==> src/ccfr_pkg.sv <==
// ----------------------------------------------------------------------------
// CRC-checked frame receiver package
// Payload types, codes, frame constants and the CRC-16/ARC byte update.
// ----------------------------------------------------------------------------
package ccfr_pkg;

  localparam int unsigned FRAME_BUFFER_BYTES = 1024;
  localparam int unsigned LEN_BOUND = FRAME_BUFFER_BYTES - 6;
  localparam int unsigned LEN_SAT   = (LEN_BOUND > 1023) ? 1023 : LEN_BOUND;
  localparam int unsigned FLEN_W    = $clog2(LEN_BOUND + 1);
  localparam int unsigned PAY_LEN_W = 10;
  localparam int unsigned CFG_IDX_W = 3;
  localparam int unsigned CFG_DAT_W = 8;

  localparam logic [7:0]  START_BYTE = 8'hEE;
  localparam logic [7:0]  SYNC_A     = 8'h20;
  localparam logic [7:0]  SYNC_B     = 8'h21;
  localparam logic [15:0] CRC_POLY_R = 16'hA001;  // 0x8005 bit-reversed

  // Request types and their reply types
  localparam logic [7:0] TYPE_ERASE    = 8'h02;
  localparam logic [7:0] TYPE_REQ_04   = 8'h04;
  localparam logic [7:0] TYPE_REQ_06   = 8'h06;
  localparam logic [7:0] TYPE_LOGIN    = 8'h12;
  localparam logic [7:0] TYPE_REQ_16   = 8'h16;
  localparam logic [7:0] TYPE_REQ_19   = 8'h19;
  localparam logic [7:0] TYPE_TEST     = 8'h21;
  localparam logic [7:0] TYPE_END_TEST = 8'h23;

  localparam logic [7:0] RTYPE_ERASE    = 8'h03;
  localparam logic [7:0] RTYPE_REQ_04   = 8'h05;
  localparam logic [7:0] RTYPE_REQ_06   = 8'h07;
  localparam logic [7:0] RTYPE_LOGIN    = 8'h13;
  localparam logic [7:0] RTYPE_REQ_16   = 8'h17;
  localparam logic [7:0] RTYPE_REQ_19   = 8'h20;
  localparam logic [7:0] RTYPE_TEST     = 8'h22;
  localparam logic [7:0] RTYPE_END_TEST = 8'h24;

  localparam logic [7:0] FIXED_ACK_CODE = 8'h06;

  // Register reset values
  localparam logic [7:0] ERASE_CODE_RST    = 8'd2;
  localparam logic [7:0] LOGIN_CODE_RST    = 8'd1;
  localparam logic [7:0] TEST_CODE_RST     = 8'd6;
  localparam logic [7:0] END_TEST_CODE_RST = 8'd6;
  localparam logic [7:0] IDLE_LIMIT_RST    = 8'd5;

  typedef enum logic [CFG_IDX_W-1:0] {
    CFG_ERASE_CODE,
    CFG_LOGIN_CODE,
    CFG_TEST_CODE,
    CFG_END_TEST_CODE,
    CFG_IDLE_LIMIT
  } cfg_reg_e;

  typedef enum logic [1:0] {
    ST_OK,
    ST_BAD_SYNC,
    ST_BAD_CRC,
    ST_BAD_LEN
  } frame_status_e;

  typedef enum logic [2:0] {
    PH_HUNT,
    PH_LEN_HI,
    PH_LEN_LO,
    PH_SYNC,
    PH_BODY,
    PH_CRC_HI,
    PH_CRC_LO
  } phase_e;

  typedef struct packed {
    logic       op;
    logic [7:0] data_byte;
  } in_item_t;

  typedef struct packed {
    logic [1:0]           frame_status;
    logic [7:0]           message_type;
    logic [PAY_LEN_W-1:0] payload_length;
    logic                 has_reply;
    logic [7:0]           reply_type;
    logic [7:0]           reply_sync;
    logic [7:0]           reply_code;
    logic [15:0]          reply_crc;
    logic [15:0]          computed_crc;
    logic [15:0]          received_crc;
  } out_item_t;

  typedef struct packed {
    logic [7:0] erase_code;
    logic [7:0] login_code;
    logic [7:0] test_code;
    logic [7:0] end_test_code;
  } reply_codes_t;

  typedef struct packed {
    logic        has_reply;
    logic [7:0]  reply_type;
    logic [7:0]  reply_code;
    logic [15:0] reply_crc;
  } reply_t;

  // One byte of reflected CRC-16/ARC, LSB first
  function automatic logic [15:0] crc_byte(input logic [15:0] crc, input logic [7:0] b);
    logic [15:0] c;
    c = crc ^ {8'h00, b};
    for (int k = 0; k < 8; k++) begin
      c = c[0] ? ((c >> 1) ^ CRC_POLY_R) : (c >> 1);
    end
    return c;
  endfunction

  // Clamp a length field to the reportable range
  function automatic logic [PAY_LEN_W-1:0] sat_length(input logic [15:0] len);
    if (len > 16'(LEN_SAT)) begin
      return PAY_LEN_W'(LEN_SAT);
    end
    return len[PAY_LEN_W-1:0];
  endfunction

endpackage

==> src/ccfr_reply_gen.sv <==
// ----------------------------------------------------------------------------
// CRC-checked frame receiver reply generator
// Maps a request type to the reply type, status code and reply CRC.
// ----------------------------------------------------------------------------
module ccfr_reply_gen (
  input  logic [7:0]            msg_type_i,
  input  ccfr_pkg::reply_codes_t codes_i,
  output ccfr_pkg::reply_t      reply_o
);

  logic       known;
  logic [7:0] rtype;
  logic [7:0] rcode;

  always_comb begin
    known = 1'b1;
    rtype = 8'h00;
    rcode = 8'h00;
    case (msg_type_i)
      ccfr_pkg::TYPE_ERASE: begin
        rtype = ccfr_pkg::RTYPE_ERASE;
        rcode = codes_i.erase_code;
      end
      ccfr_pkg::TYPE_REQ_04: begin
        rtype = ccfr_pkg::RTYPE_REQ_04;
      end
      ccfr_pkg::TYPE_REQ_06: begin
        rtype = ccfr_pkg::RTYPE_REQ_06;
      end
      ccfr_pkg::TYPE_LOGIN: begin
        rtype = ccfr_pkg::RTYPE_LOGIN;
        rcode = codes_i.login_code;
      end
      ccfr_pkg::TYPE_REQ_16: begin
        rtype = ccfr_pkg::RTYPE_REQ_16;
        rcode = ccfr_pkg::FIXED_ACK_CODE;
      end
      ccfr_pkg::TYPE_REQ_19: begin
        rtype = ccfr_pkg::RTYPE_REQ_19;
        rcode = ccfr_pkg::FIXED_ACK_CODE;
      end
      ccfr_pkg::TYPE_TEST: begin
        rtype = ccfr_pkg::RTYPE_TEST;
        rcode = codes_i.test_code;
      end
      ccfr_pkg::TYPE_END_TEST: begin
        rtype = ccfr_pkg::RTYPE_END_TEST;
        rcode = codes_i.end_test_code;
      end
      default: begin
        known = 1'b0;
      end
    endcase
  end

  always_comb begin
    reply_o = '0;
    if (known) begin
      reply_o.has_reply  = 1'b1;
      reply_o.reply_type = rtype;
      reply_o.reply_code = rcode;
      reply_o.reply_crc  = ccfr_pkg::crc_byte(ccfr_pkg::crc_byte(16'h0000, rtype), rcode);
    end
  end

endmodule

==> src/crc_checked_frame_receiver.sv <==
// ----------------------------------------------------------------------------
// CRC-checked frame receiver
// Frame parser with running CRC-16/ARC check and reply descriptor output.
// ----------------------------------------------------------------------------
// Usage:
//   Input channel (in_valid_i / in_ready_o / in_data_i) carries one item per
//   transfer: a received byte (op = 0) or an idle timer tick (op = 1).
//   Output channel (out_valid_o / out_ready_i / out_data_o) carries one
//   result per finished or rejected frame: status, type, length, reply
//   descriptor and both CRCs. Bytes that do not close a frame and ticks give
//   no result.
//   Throughput: one item per cycle unless held off by an output stall. The CRC
//   update is an unrolled 8-bit step, so the parser state advances on every transfer.
//   Latency: a result shows on out_valid_o the cycle after the transfer of
//   the byte that closes the frame.
//   Stall: the output register holds a result until it is taken; while it is
//   full and out_ready_i is low, in_ready_o drops and input is held off.
//   Reset: asynchronous, active low. The parser returns to the start-byte
//   hunt, all frame state clears and the registers take their defaults.
//   Configuration: cfg_we_i writes cfg_data_i to register cfg_index_i;
//   write only while no frame is in progress.
// ----------------------------------------------------------------------------
module crc_checked_frame_receiver (
  input  logic                                clk_i,
  input  logic                                rst_ni,
  input  logic                                in_valid_i,
  output logic                                in_ready_o,
  input  ccfr_pkg::in_item_t                  in_data_i,
  output logic                                out_valid_o,
  input  logic                                out_ready_i,
  output ccfr_pkg::out_item_t                 out_data_o,
  input  logic                                cfg_we_i,
  input  logic [ccfr_pkg::CFG_IDX_W-1:0]      cfg_index_i,
  input  logic [ccfr_pkg::CFG_DAT_W-1:0]      cfg_data_i
);

  // Configuration registers
  ccfr_pkg::reply_codes_t codes_q;
  logic [7:0]             idle_limit_q;

  // Parser state
  ccfr_pkg::phase_e              phase_q, phase_d;
  logic [ccfr_pkg::FLEN_W-1:0]   byte_cnt_q, byte_cnt_d;
  logic [ccfr_pkg::FLEN_W-1:0]   frame_len_q, frame_len_d;
  logic [7:0]                    len_hi_q, len_hi_d;
  logic [7:0]                    sync_q, sync_d;
  logic [7:0]                    type_q, type_d;
  logic [15:0]                   crc_q, crc_d;
  logic [7:0]                    crc_hi_q, crc_hi_d;
  logic [7:0]                    idle_q, idle_d;

  // Output register
  logic                  out_valid_q, out_valid_d;
  ccfr_pkg::out_item_t   out_data_q, out_data_d;

  logic                  in_xfer;
  logic                  emit;
  ccfr_pkg::out_item_t   res;
  ccfr_pkg::reply_t      reply;

  logic [15:0]                 len_field;
  logic [15:0]                 rx_crc;
  logic [7:0]                  idle_inc;
  logic [ccfr_pkg::FLEN_W-1:0] cnt_inc;
  logic [7:0]                  b;

  // Accept whenever the output register is empty or being drained
  assign in_ready_o = !out_valid_q || out_ready_i;
  assign in_xfer    = in_valid_i && in_ready_o;

  assign b         = in_data_i.data_byte;
  assign len_field = {len_hi_q, b};
  assign rx_crc    = {crc_hi_q, b};
  assign idle_inc  = idle_q + 8'd1;
  assign cnt_inc   = byte_cnt_q + ccfr_pkg::FLEN_W'(1);

  ccfr_reply_gen u_reply_gen (
    .msg_type_i (type_q),
    .codes_i    (codes_q),
    .reply_o    (reply)
  );

  // Configuration writes; out-of-range indexes are dropped
  always_ff @(posedge clk_i or negedge rst_ni) begin
    if (!rst_ni) begin
      codes_q.erase_code    <= ccfr_pkg::ERASE_CODE_RST;
      codes_q.login_code    <= ccfr_pkg::LOGIN_CODE_RST;
      codes_q.test_code     <= ccfr_pkg::TEST_CODE_RST;
      codes_q.end_test_code <= ccfr_pkg::END_TEST_CODE_RST;
      idle_limit_q          <= ccfr_pkg::IDLE_LIMIT_RST;
    end else if (cfg_we_i) begin
      case (cfg_index_i)
        ccfr_pkg::CFG_ERASE_CODE:    codes_q.erase_code    <= cfg_data_i;
        ccfr_pkg::CFG_LOGIN_CODE:    codes_q.login_code    <= cfg_data_i;
        ccfr_pkg::CFG_TEST_CODE:     codes_q.test_code     <= cfg_data_i;
        ccfr_pkg::CFG_END_TEST_CODE: codes_q.end_test_code <= cfg_data_i;
        ccfr_pkg::CFG_IDLE_LIMIT:    idle_limit_q          <= cfg_data_i;
        default: ;
      endcase
    end
  end

  // Parser state register
  always_ff @(posedge clk_i or negedge rst_ni) begin
    if (!rst_ni) begin
      phase_q     <= ccfr_pkg::PH_HUNT;
      byte_cnt_q  <= '0;
      frame_len_q <= '0;
      len_hi_q    <= '0;
      sync_q      <= '0;
      type_q      <= '0;
      crc_q       <= '0;
      crc_hi_q    <= '0;
      idle_q      <= '0;
    end else begin
      phase_q     <= phase_d;
      byte_cnt_q  <= byte_cnt_d;
      frame_len_q <= frame_len_d;
      len_hi_q    <= len_hi_d;
      sync_q      <= sync_d;
      type_q      <= type_d;
      crc_q       <= crc_d;
      crc_hi_q    <= crc_hi_d;
      idle_q      <= idle_d;
    end
  end

  // Next state and result for the item being transferred
  always_comb begin
    phase_d     = phase_q;
    byte_cnt_d  = byte_cnt_q;
    frame_len_d = frame_len_q;
    len_hi_d    = len_hi_q;
    sync_d      = sync_q;
    type_d      = type_q;
    crc_d       = crc_q;
    crc_hi_d    = crc_hi_q;
    idle_d      = idle_q;
    emit        = 1'b0;
    res         = '0;

    if (in_xfer) begin
      if (in_data_i.op) begin
        // Idle tick: count, and drop any partial frame at the limit
        if (idle_inc >= idle_limit_q || idle_limit_q == 8'd0) begin
          phase_d = ccfr_pkg::PH_HUNT;
          idle_d  = 8'd0;
        end else begin
          idle_d = idle_inc;
        end
      end else begin
        idle_d = 8'd0;
        case (phase_q)
          ccfr_pkg::PH_HUNT: begin
            if (b == ccfr_pkg::START_BYTE) begin
              phase_d     = ccfr_pkg::PH_LEN_HI;
              byte_cnt_d  = '0;
              frame_len_d = '0;
              len_hi_d    = 8'h00;
              sync_d      = 8'h00;
              type_d      = 8'h00;
              crc_d       = 16'h0000;
              crc_hi_d    = 8'h00;
            end
          end
          ccfr_pkg::PH_LEN_HI: begin
            len_hi_d = b;
            phase_d  = ccfr_pkg::PH_LEN_LO;
          end
          ccfr_pkg::PH_LEN_LO: begin
            if (len_field == 16'h0000 || len_field > 16'(ccfr_pkg::LEN_BOUND)) begin
              emit               = 1'b1;
              res.frame_status   = ccfr_pkg::ST_BAD_LEN;
              res.payload_length = ccfr_pkg::sat_length(len_field);
              phase_d            = ccfr_pkg::PH_HUNT;
            end else begin
              frame_len_d = len_field[ccfr_pkg::FLEN_W-1:0];
              phase_d     = ccfr_pkg::PH_SYNC;
            end
          end
          ccfr_pkg::PH_SYNC: begin
            sync_d = b;
            if (b != ccfr_pkg::SYNC_A && b != ccfr_pkg::SYNC_B) begin
              emit               = 1'b1;
              res.frame_status   = ccfr_pkg::ST_BAD_SYNC;
              res.payload_length = ccfr_pkg::sat_length(16'(frame_len_q));
              res.reply_sync     = ccfr_pkg::SYNC_A;
              phase_d            = ccfr_pkg::PH_HUNT;
            end else begin
              phase_d = ccfr_pkg::PH_BODY;
            end
          end
          ccfr_pkg::PH_BODY: begin
            if (byte_cnt_q == '0) begin
              type_d = b;
            end
            crc_d      = ccfr_pkg::crc_byte(crc_q, b);
            byte_cnt_d = cnt_inc;
            if (cnt_inc >= frame_len_q) begin
              phase_d = ccfr_pkg::PH_CRC_HI;
            end
          end
          ccfr_pkg::PH_CRC_HI: begin
            crc_hi_d = b;
            phase_d  = ccfr_pkg::PH_CRC_LO;
          end
          ccfr_pkg::PH_CRC_LO: begin
            emit               = 1'b1;
            res.payload_length = ccfr_pkg::sat_length(16'(frame_len_q));
            res.message_type   = type_q;
            res.reply_sync     = (sync_q == ccfr_pkg::SYNC_A) ? ccfr_pkg::SYNC_B
                                                              : ccfr_pkg::SYNC_A;
            res.computed_crc   = crc_q;
            res.received_crc   = rx_crc;
            if (rx_crc == crc_q) begin
              res.frame_status = ccfr_pkg::ST_OK;
              res.has_reply    = reply.has_reply;
              res.reply_type   = reply.reply_type;
              res.reply_code   = reply.reply_code;
              res.reply_crc    = reply.reply_crc;
            end else begin
              res.frame_status = ccfr_pkg::ST_BAD_CRC;
            end
            phase_d = ccfr_pkg::PH_HUNT;
          end
          default: begin
            phase_d = ccfr_pkg::PH_HUNT;
          end
        endcase
      end
    end
  end

  // Output register: load on a new result, clear once transferred
  always_comb begin
    out_valid_d = out_valid_q;
    out_data_d  = out_data_q;
    if (in_xfer && emit) begin
      out_valid_d = 1'b1;
      out_data_d  = res;
    end else if (out_ready_i) begin
      out_valid_d = 1'b0;
    end
  end

  always_ff @(posedge clk_i or negedge rst_ni) begin
    if (!rst_ni) begin
      out_valid_q <= 1'b0;
    end else begin
      out_valid_q <= out_valid_d;
    end
  end

  always_ff @(posedge clk_i) begin
    out_data_q <= out_data_d;
  end

  assign out_valid_o = out_valid_q;
  assign out_data_o  = out_data_q;

endmodule

==> config.mk <==
export PLATFORM = sky130hd
export DESIGN_NAME = crc_checked_frame_receiver
export DESIGN_NICKNAME = d
export VERILOG_FILES = /design/src/ccfr_pkg.sv /design/src/ccfr_reply_gen.sv /design/src/crc_checked_frame_receiver.sv
export SDC_FILE = /design/constraint.sdc
export NUM_CORES = 1
export LEC_CHECK = 0
export ABC_AREA = 1
export BUFFER_PORTS_ARGS = -buffer_cell sky130_fd_sc_hd__buf_2
export CORE_MARGIN = 3
export CORE_UTILIZATION = 40
export CTS_CLUSTER_SIZE = 10
export DETAILED_ROUTE_END_ITERATION = 10
export HOLD_SLACK_MARGIN = 0.08
export PLACE_DENSITY = 0.58
export SKIP_LAST_GASP = 1
export SLEW_MARGIN = 15
export SYNTH_ARGS = -nofsm -noshare
export SYNTH_HDL_FRONTEND = slang
export SYNTH_SLANG_ARGS = --single-unit
export TNS_END_PERCENT = 10
==> constraint.sdc <==
create_clock -name clk_i -period 7.65 [get_ports clk_i]
set_input_delay 0 -clock clk_i [delete_from_list [all_inputs] [get_ports clk_i]]
set_output_delay 0 -clock clk_i [all_outputs]
set_load 0.02 [all_outputs]
==> impl_metrics.sql, run 1 <==
INSERT INTO impl_metrics (metric_group, metric, value, unit) VALUES
('status', 'run_status', 'completed', ''),
('routing', 'drc', '0', ''),
('sta', 'worst_slew_margin_rel', '0.324', ''),
('worst_hold_path', 'worst_hold_path_type', 'in2async', ''),
('routing', 'wire_per_inst', '15.2', 'um'),
('clock_tree', 'tritoncts_num_sinks', '201', ''),
('placement', 'finalWeightedCongestion', '0.835', ''),
('floorplanning', 'fp.dieArea', '0.0262', 'mm^2'),
('layout', 'drive_above_1_share', '0.169', ''),
('logic_synthesis', 'synth_area', '0.00971', 'mm^2'),
('logic_synthesis', 'postSynthCellCount', '1043', ''),
('sta', 'post-route-worst-setup-slack', '4.66', 'ns'),
('placement', 'place_hpwl', '16200', 'um'),
('floorplanning', 'core_footprint', '0.0237', 'mm^2'),
('clock_tree', 'clock-root-buffer', 'sky130_fd_sc_hd__clkbuf_16', ''),
('critical_path', 'critical_path_class', 'reg2reg', ''),
('critical_path', 'cpMaxStageDelayCell', 'sky130_fd_sc_hd__buf_4', ''),
('sta', 'worst_slew_pin_tran', '1.01', 'ns'),
('clock_tree', 'numCtsBuffers', '24', ''),
('floorplanning', 'dieWidth', '162', 'um'),
('layout', 'multiInputGateArea', '0.00353', 'mm^2'),
('placement', 'portBuffers', '109', ''),
('sta', 'final-setup-viol-count', '0', ''),
('clock_tree', 'cts_tree', 'done', ''),
('sta', 'final.setup.tns', '0', 'ns'),
('global_route', 'overflow_left_after_global_routing', '0', ''),
('routing', 'drtIter0Drc', '583', ''),
('clock_tree', 'clock_tree.htree_level_count', '1', ''),
('sta', 'holdWs', '0.109', 'ns'),
('critical_path', 'timing.critical_path.to_type', 'flop', ''),
('critical_path', 'ff2ff_path_depth', '6', ''),
('sta', 'final_period_util', '0.391', ''),
('floorplanning', 'floorplan.initialDensity', '0.410', ''),
('global_route', 'grt_pass1_wl', '37700', 'um'),
('power_and_ir_drop', 'total_leakage_power', '5.36', 'nW'),
('layout', 'area_growth', '18.1', '%'),
('sta', 'fmax', '0.334', 'GHz'),
('sta', 'final_slew_viol_count', '0', ''),
('placement', 'place_worst_setup_slack', '4.68', 'ns'),
('logic_synthesis', 'average_size_of_a_mapped_cell', '9.31', 'um^2'),
('floorplanning', 'die_height', '162', 'um'),
('global_route', 'grt_start_max_net_pins', '79', ''),
('critical_path', 'r2r_setup_slack', '4.66', 'ns'),
('logic_synthesis', 'ys_warn_count', '0', ''),
('clock_tree', 'clock_tree.buffer_depth', '3', ''),
('clock_tree', 'post_cts_resized', '0', ''),
('critical_path', 'critPathRequiredTime', '7.77', 'ns'),
('routing', 'ant_nets', '0', ''),
('critical_path', 'path_cells', 'inv_1 -> nand2_1 -> nor2_1 -> a21oi_1 -> nor2_4 -> buf_4', ''),
('logic_synthesis', 'yosys_register_bits', '201', ''),
('floorplanning', 'io_pins', '120', ''),
('critical_path', 'crit-reg2reg-capture', 'out_data_o[46]', ''),
('sta', 'clock-skew-final', '0.00969', 'ns'),
('clock_tree', 'clkLatencyLatePin', '0.51', 'ns'),
('floorplanning', 'std_cell_rows', '56', ''),
('power_and_ir_drop', 'power_density', '311', 'mW/mm^2'),
('clock_tree', 'postCtsHoldBufs', '22', ''),
('layout', 'flip_flop_and_latch_area', '0.00545', 'mm^2'),
('critical_path', 'crit_start', 'phase_q[2]', ''),
('routing', 'detail_route.vias_per_cell', '4.91', ''),
('logic_synthesis', 'synth.distinct_cells', '47', ''),
('global_route', 'number_of_global_route_vias_before_repair', '7215', ''),
('routing', 'via_count', '7415', ''),
('clock_tree', 'clk_pin_slew_worst_paths', '0.05', 'ns'),
('global_route', 'gr-usage-all-layers', '0.176', ''),
('sta', 'grt_setup_unrepaired', 'no', ''),
('sta', 'final_hold_viol_count', '0', ''),
('critical_path', 'crit_arrival', '3.11', 'ns'),
('clock_tree', 'cts.repair_timing.setup_buffer_count', '0', ''),
('logic_synthesis', 'synth_seq_area_share', '0.561', ''),
('sta', 'time_the_final_worst_path_needs_with_i_o_delays_and_setup', '2.99', 'ns'),
('run', 'cap_viol_max_count', '0', ''),
('layout', 'layout.nets', '1223', ''),
('global_route', 'initial_antenna_violation_count', '0', ''),
('routing', 'postRouteWirelength', '23000', 'um'),
('critical_path', 'critical_path.reg2reg.startpoint', 'phase_q[2]', ''),
('power_and_ir_drop', 'power', '3.56', 'mW'),
('power_and_ir_drop', 'vdd_ir_drop_max', '152', 'uV'),
('layout', 'antenna_cells', '0', ''),
('critical_path', 'critPathMaxFanout', '78', ''),
('layout', 'num-fill-cells', '2291', ''),
('critical_path', 'worst_path_largest_cell_delay', '0.80', 'ns'),
('routing', 'drt_pass1_iterations', '7', ''),
('critical_path', 'critPathLaunchType', 'flop', '');
-- layout by cell type (no fill, tap or decap), types with 14 or more instances in the layout --
cell type,count
sky130_fd_sc_hd__inv_1,135
sky130_fd_sc_hd__a21oi_1,26
sky130_fd_sc_hd__nand2_2,14
sky130_fd_sc_hd__nand2_1,162
sky130_fd_sc_hd__dlygate4sd3_1,22
sky130_fd_sc_hd__o22ai_1,41
sky130_fd_sc_hd__dfrtp_1,112
sky130_fd_sc_hd__ha_1,24
sky130_fd_sc_hd__o21ai_0,90
sky130_fd_sc_hd__clkbuf_16,25
sky130_fd_sc_hd__clkbuf_1,16
sky130_fd_sc_hd__nand3_1,77
sky130_fd_sc_hd__xor2_1,25
sky130_fd_sc_hd__buf_2,108
sky130_fd_sc_hd__edfxtp_1,81
sky130_fd_sc_hd__nor2_1,117
-- flip-flops by register name, indices dropped and copies added (netlist names) --
| register | count |
|---|---|
| out_data_o | 81 |
| codes_q | 32 |
| crc_q | 16 |
| byte_cnt_q | 10 |
| frame_len_q | 10 |
| crc_hi_q | 8 |
| idle_limit_q | 8 |
| idle_q | 8 |
| len_hi_q | 8 |
| sync_q | 8 |
| type_q | 8 |
| phase_q | 3 |
| out_valid_o | 1 |
-- per-layer routing --
layer,wire length [um],global-route usage,share of wire,vias up
met5,0,0,0,-
met4,427,0.0458,0.019,0
met3,1420,0.0298,0.062,32
met2,9980,0.264,0.43,204
met1,11200,0.266,0.49,3464
li1,-,-,-,3715
-- area by class of cell --
type / count / area share
Clock buffer: 44 / 0.0634
Inverter: 148 / 0.0485
Multi-Input combinational cell: 663 / 0.308
Timing Repair Buffer: 136 / 0.0703
Tap cell: 319 / 0.0348
Sequential cell: 201 / 0.475
-- synth_stat cells (all sizes together) --
master   number  area (um^2)
nand2       178          718
inv         147          552
nor2        131          554
dfrtp       112         2800
o21ai        94          470
edfxtp       81         2430
nand3        79          405
o22ai        41          257
a21oi        26          130
xor2         25          219
ha           24          300
buf          21          146
clkbuf       19         71.3
nor3         14         86.3
xnor2         9         86.3
dfstp         8          210
nand4         8         50.1
nor4          5         31.3
a31oi         3         33.8
o211ai        3         22.5
o21bai        3         26.3
a41oi         2         25.0
a211o         1         8.76
a211oi        1         7.51
a22o          1         8.76
a32o          1         10.0
clkinv        1         3.75
conb          1         3.75
nor3b         1         12.5
o2111ai       1         8.76
o41ai         1         8.76
or2           1         6.26
-- per-stage QoR --
step	utilization	std cells	area [um^2]
6_report	0.484	1511	11500
3_5_place_dp	0.444	1445	10500
4_1_cts	0.484	1511	11500
2_1_floorplan	-	1052	9740
5_1_grt	0.484	1511	11500
3_3_place_gp	0.444	1445	10500
-- worst max-delay path: cells and delay by family (launching register included) --
kind | cells | cell delay (ns)
AO/OA/AOI/OAI | 1 | 0.26
buffers and inverters | 2 | 0.95
AND/OR/NAND/NOR | 3 | 0.89
flip-flops | 1 | 0.47
-- worst max path at each step --
stage / to / slack, ns / depth (start not counted)
finish: out_data_o[46] / 4.66 / 6
global route: phase_q[1] / 4.36 / 17
CTS: out_data_o[12] / 4.65 / 6
detailed placement: out_data_o[23] / 4.68 / 6
global placement: out_data_o[20] / 4.64 / 6
floorplan: out_data_o[0] / 2.61 / 5
-- power breakdown --
| group | total, mW | internal (mW) | switching, mW |
|---|---|---|---|
| Combinational | 1.07 | 0.367 | 0.699 |
| Clock | 1.05 | 0.633 | 0.416 |
| Sequential | 1.45 | 1.31 | 0.140 |
| Total | 3.56 | 2.31 | 1.25 |
-- cells by family after synthesis --
kind of cell / synth area share
AND/OR/NAND/NOR: 0.192
flip-flops: 0.561
buffers and inverters: 0.0796
AO/OA/AOI/OAI: 0.105
XOR/XNOR: 0.0314
adder cells (fa/ha/maj): 0.0309
other: 0.000386
Power figures use the tool's default switching activity.
==> run 2: changes to the inputs <==
Clock period 7.65 ns to 2.8 ns, I/O delays scaled along.
==> run 2 against run 1 <==
  * Power rose to 2.8 times the previous value
  * Largest power group unchanged
  * Worst hold slack better by 0.018 ns
  * Utilization rose by 0.86 points
  * Clock skew grew 0.0023 ns
  * Critical path type unchanged
  * Die area unchanged
  * Global-route usage up 0.28 points
  * Largest cell class unchanged
==> impl_metrics.sql, run 2 (same netlist as run 1, synthesis figures left out) <==
INSERT INTO impl_metrics (metric_group, metric, value, unit) VALUES
('floorplanning', 'fp.dieArea', '0.0262', 'mm^2'),
('layout', 'layout.nets', '1240', ''),
('critical_path', 'cpMaxStageDelayCell', 'sky130_fd_sc_hd__dfrtp_1', ''),
('critical_path', 'r2r_setup_slack', '0.22', 'ns'),
('placement', 'place_worst_setup_slack', '0.0368', 'ns'),
('sta', 'final_period_util', '0.920', ''),
('layout', 'num-fill-cells', '2273', ''),
('routing', 'ant_nets', '0', ''),
('clock_tree', 'clock-root-buffer', 'sky130_fd_sc_hd__clkbuf_16', ''),
('critical_path', 'crit_arrival', '2.95', 'ns'),
('critical_path', 'critical_path_class', 'reg2reg', ''),
('clock_tree', 'clock_tree.htree_level_count', '1', ''),
('sta', 'post-route-worst-setup-slack', '0.223', 'ns'),
('sta', 'grt_setup_unrepaired', 'no', ''),
('routing', 'drt_pass1_iterations', '5', ''),
('critical_path', 'critical_path.reg2reg.startpoint', 'byte_cnt_q[1]', ''),
('critical_path', 'critPathMaxFanout', '6', ''),
('sta', 'worst_slew_margin_rel', '0.401', ''),
('global_route', 'gr-usage-all-layers', '0.179', ''),
('placement', 'finalWeightedCongestion', '0.886', ''),
('layout', 'drive_above_1_share', '0.193', ''),
('global_route', 'initial_antenna_violation_count', '0', ''),
('floorplanning', 'floorplan.initialDensity', '0.410', ''),
('worst_hold_path', 'worst_hold_path_type', 'in2reg', ''),
('critical_path', 'critical_path.top_delay_family', 'simple AND/OR/NAND/NOR gates', ''),
('sta', 'fmax', '0.388', 'GHz'),
('clock_tree', 'numCtsBuffers', '24', ''),
('status', 'run_status', 'completed', ''),
('critical_path', 'path_cells', 'inv_1 -> nor4_4 -> nand3_1 -> nor2_2 -> buf_4 -> xor2_2 -> inv_1 -> ha_4 -> nand2_2 -> nor4_1 -> a31oi_1 -> nand3_1 -> nand2_2 -> nand2_1 -> o21ai_0', ''),
('critical_path', 'worst-path-stages', '15', ''),
('floorplanning', 'dieWidth', '162', 'um'),
('placement', 'place_hpwl', '16400', 'um'),
('routing', 'drtIter0Drc', '613', ''),
('layout', 'post_layout_nonfiller_instances', '1527', ''),
('floorplanning', 'std_cell_rows', '56', ''),
('critical_path', 'crit-reg2reg-capture', 'phase_q[1]', ''),
('critical_path', 'timing.critical_path.to_type', 'flop', ''),
('routing', 'drc', '0', ''),
('floorplanning', 'io_pins', '120', ''),
('clock_tree', 'clock_tree.buffer_depth', '3', ''),
('global_route', 'grt_pass1_wl', '38200', 'um'),
('global_route', 'overflow_left_after_global_routing', '0', ''),
('power_and_ir_drop', 'vdd_ir_drop_max', '412', 'uV'),
('floorplanning', 'core_footprint', '0.0237', 'mm^2'),
('layout', 'area_growth', '20.2', '%'),
('sta', 'clock-skew-final', '0.0120', 'ns'),
('power_and_ir_drop', 'power_density', '846', 'mW/mm^2'),
('floorplanning', 'die_height', '162', 'um'),
('sta', 'final_hold_viol_count', '0', ''),
('placement', 'portBuffers', '109', ''),
('sta', 'final-setup-viol-count', '0', ''),
('routing', 'detail_route.vias_per_cell', '4.91', ''),
('clock_tree', 'cts_tree', 'done', ''),
('critical_path', 'critical_path_sink', 'phase_q[1]', ''),
('sta', 'time_the_final_worst_path_needs_with_i_o_delays_and_setup', '2.58', 'ns'),
('routing', 'wire_per_inst', '15.3', 'um'),
('critical_path', 'critPathLaunchType', 'flop', ''),
('clock_tree', 'clk_pin_slew_worst_paths', '0.05', 'ns'),
('critical_path', 'ff2ff_path_depth', '15', ''),
('critical_path', 'critPathRequiredTime', '3.18', 'ns'),
('run', 'cap_viol_max_count', '0', ''),
('sta', 'final.setup.tns', '0', 'ns'),
('global_route', 'grt_start_max_net_pins', '70', ''),
('placement', 'placedCellCount', '1460', ''),
('layout', 'layout.cells.most_common', 'sky130_fd_sc_hd__nand2_1', ''),
('clock_tree', 'tritoncts_num_sinks', '201', ''),
('layout', 'layout_common_cells', '159 x sky130_fd_sc_hd__nand2_1, 133 x sky130_fd_sc_hd__inv_1, 114 x sky130_fd_sc_hd__nor2_1', ''),
('power_and_ir_drop', 'total_leakage_power', '5.46', 'nW'),
('routing', 'postRouteWirelength', '23400', 'um'),
('layout', 'antenna_cells', '0', ''),
('routing', 'via_count', '7503', ''),
('sta', 'final_slew_viol_count', '0', ''),
('sta', 'worst_slew_pin_tran', '0.899', 'ns'),
('critical_path', 'worst_path_largest_cell_delay', '0.36', 'ns'),
('global_route', 'number_of_global_route_vias_before_repair', '7234', ''),
('clock_tree', 'clkLatencyLatePin', '0.51', 'ns'),
('critical_path', 'crit_buf_inv', '3', ''),
('critical_path', 'crit_start', 'byte_cnt_q[1]', ''),
('layout', 'largest_register_ff_count', '81', '');
-- run 2: cell count changes in the layout (fill, tap and decap cells not counted), sizes merged --
cell and delta:
clkbuf -1, buf +18, dlygate4sd3 -1
-- run 2: tightest hold or removal path: stages --
cell and delay (ns):
sky130_fd_sc_hd__buf_2 0.10, sky130_fd_sc_hd__nand3_1 0.37, sky130_fd_sc_hd__o21ai_0 0.14
-- run 2: metal layers --
metal	global-route usage	share of wire	vias up
li1	-	-	3740
met1	0.273	0.50	3545
met2	0.271	0.43	176
met3	0.0227	0.050	42
met4	0.0438	0.022	0
met5	0	0	-
-- run 2: metrics by stage --
step / cell area (um^2) / power (mW) / hold slack, ns / utilization
3_3_place_gp: 10600 / 6.87 / 0.178 / 0.449
4_1_cts: 11600 / 9.84 / 0.103 / 0.489
3_5_place_dp: 10600 / 6.91 / 0.180 / 0.449
5_1_grt: 11700 / 10.6 / 0.237 / 0.493
6_report: 11700 / 9.87 / 0.127 / 0.493
2_1_floorplan: 9750 / 6.17 / -0.296 / -
-- run 2: how the worst min path moves through the flow --
stage	start	to	slack (ns)	cells after the start
2_1_floorplan	rst_ni	byte_cnt_q[0]	-0.30	0
3_3_place_gp	rst_ni	codes_q[27]	0.18	1
3_5_place_dp	rst_ni	codes_q[27]	0.18	1
4_1_cts	cfg_index_i[2]	idle_limit_q[0]	0.10	3
5_1_grt	rst_ni	codes_q[27]	0.24	2
6_report	cfg_index_i[2]	idle_limit_q[0]	0.13	3
-- run 2: repair_timing --
action | 4_1_cts | 5_1_grt
setup endpoints to repair | 0 | 3
resized for setup | 0 | 15
buffers inserted | 0 | 3
hold endpoints to repair | 151 | 0
hold buffers | 21 | 0
-- run 2: layout make-up --
class | instances | area [um^2] | area share
tap | 319 | 399 | 0.0342
timing repair buffer | 153 | 943 | 0.0809
multi-input combinational | 663 | 3600 | 0.309
sequential | 201 | 5450 | 0.467
clock buffer | 43 | 723 | 0.0620
inverter | 148 | 556 | 0.0476
-- run 2: power by group --
group	internal, mW	switching, mW	leakage (nW)
Combinational	1.09	1.97	2.69
Clock	1.72	1.14	0.347
Sequential	3.58	0.370	2.43
Total	6.39	3.48	5.46
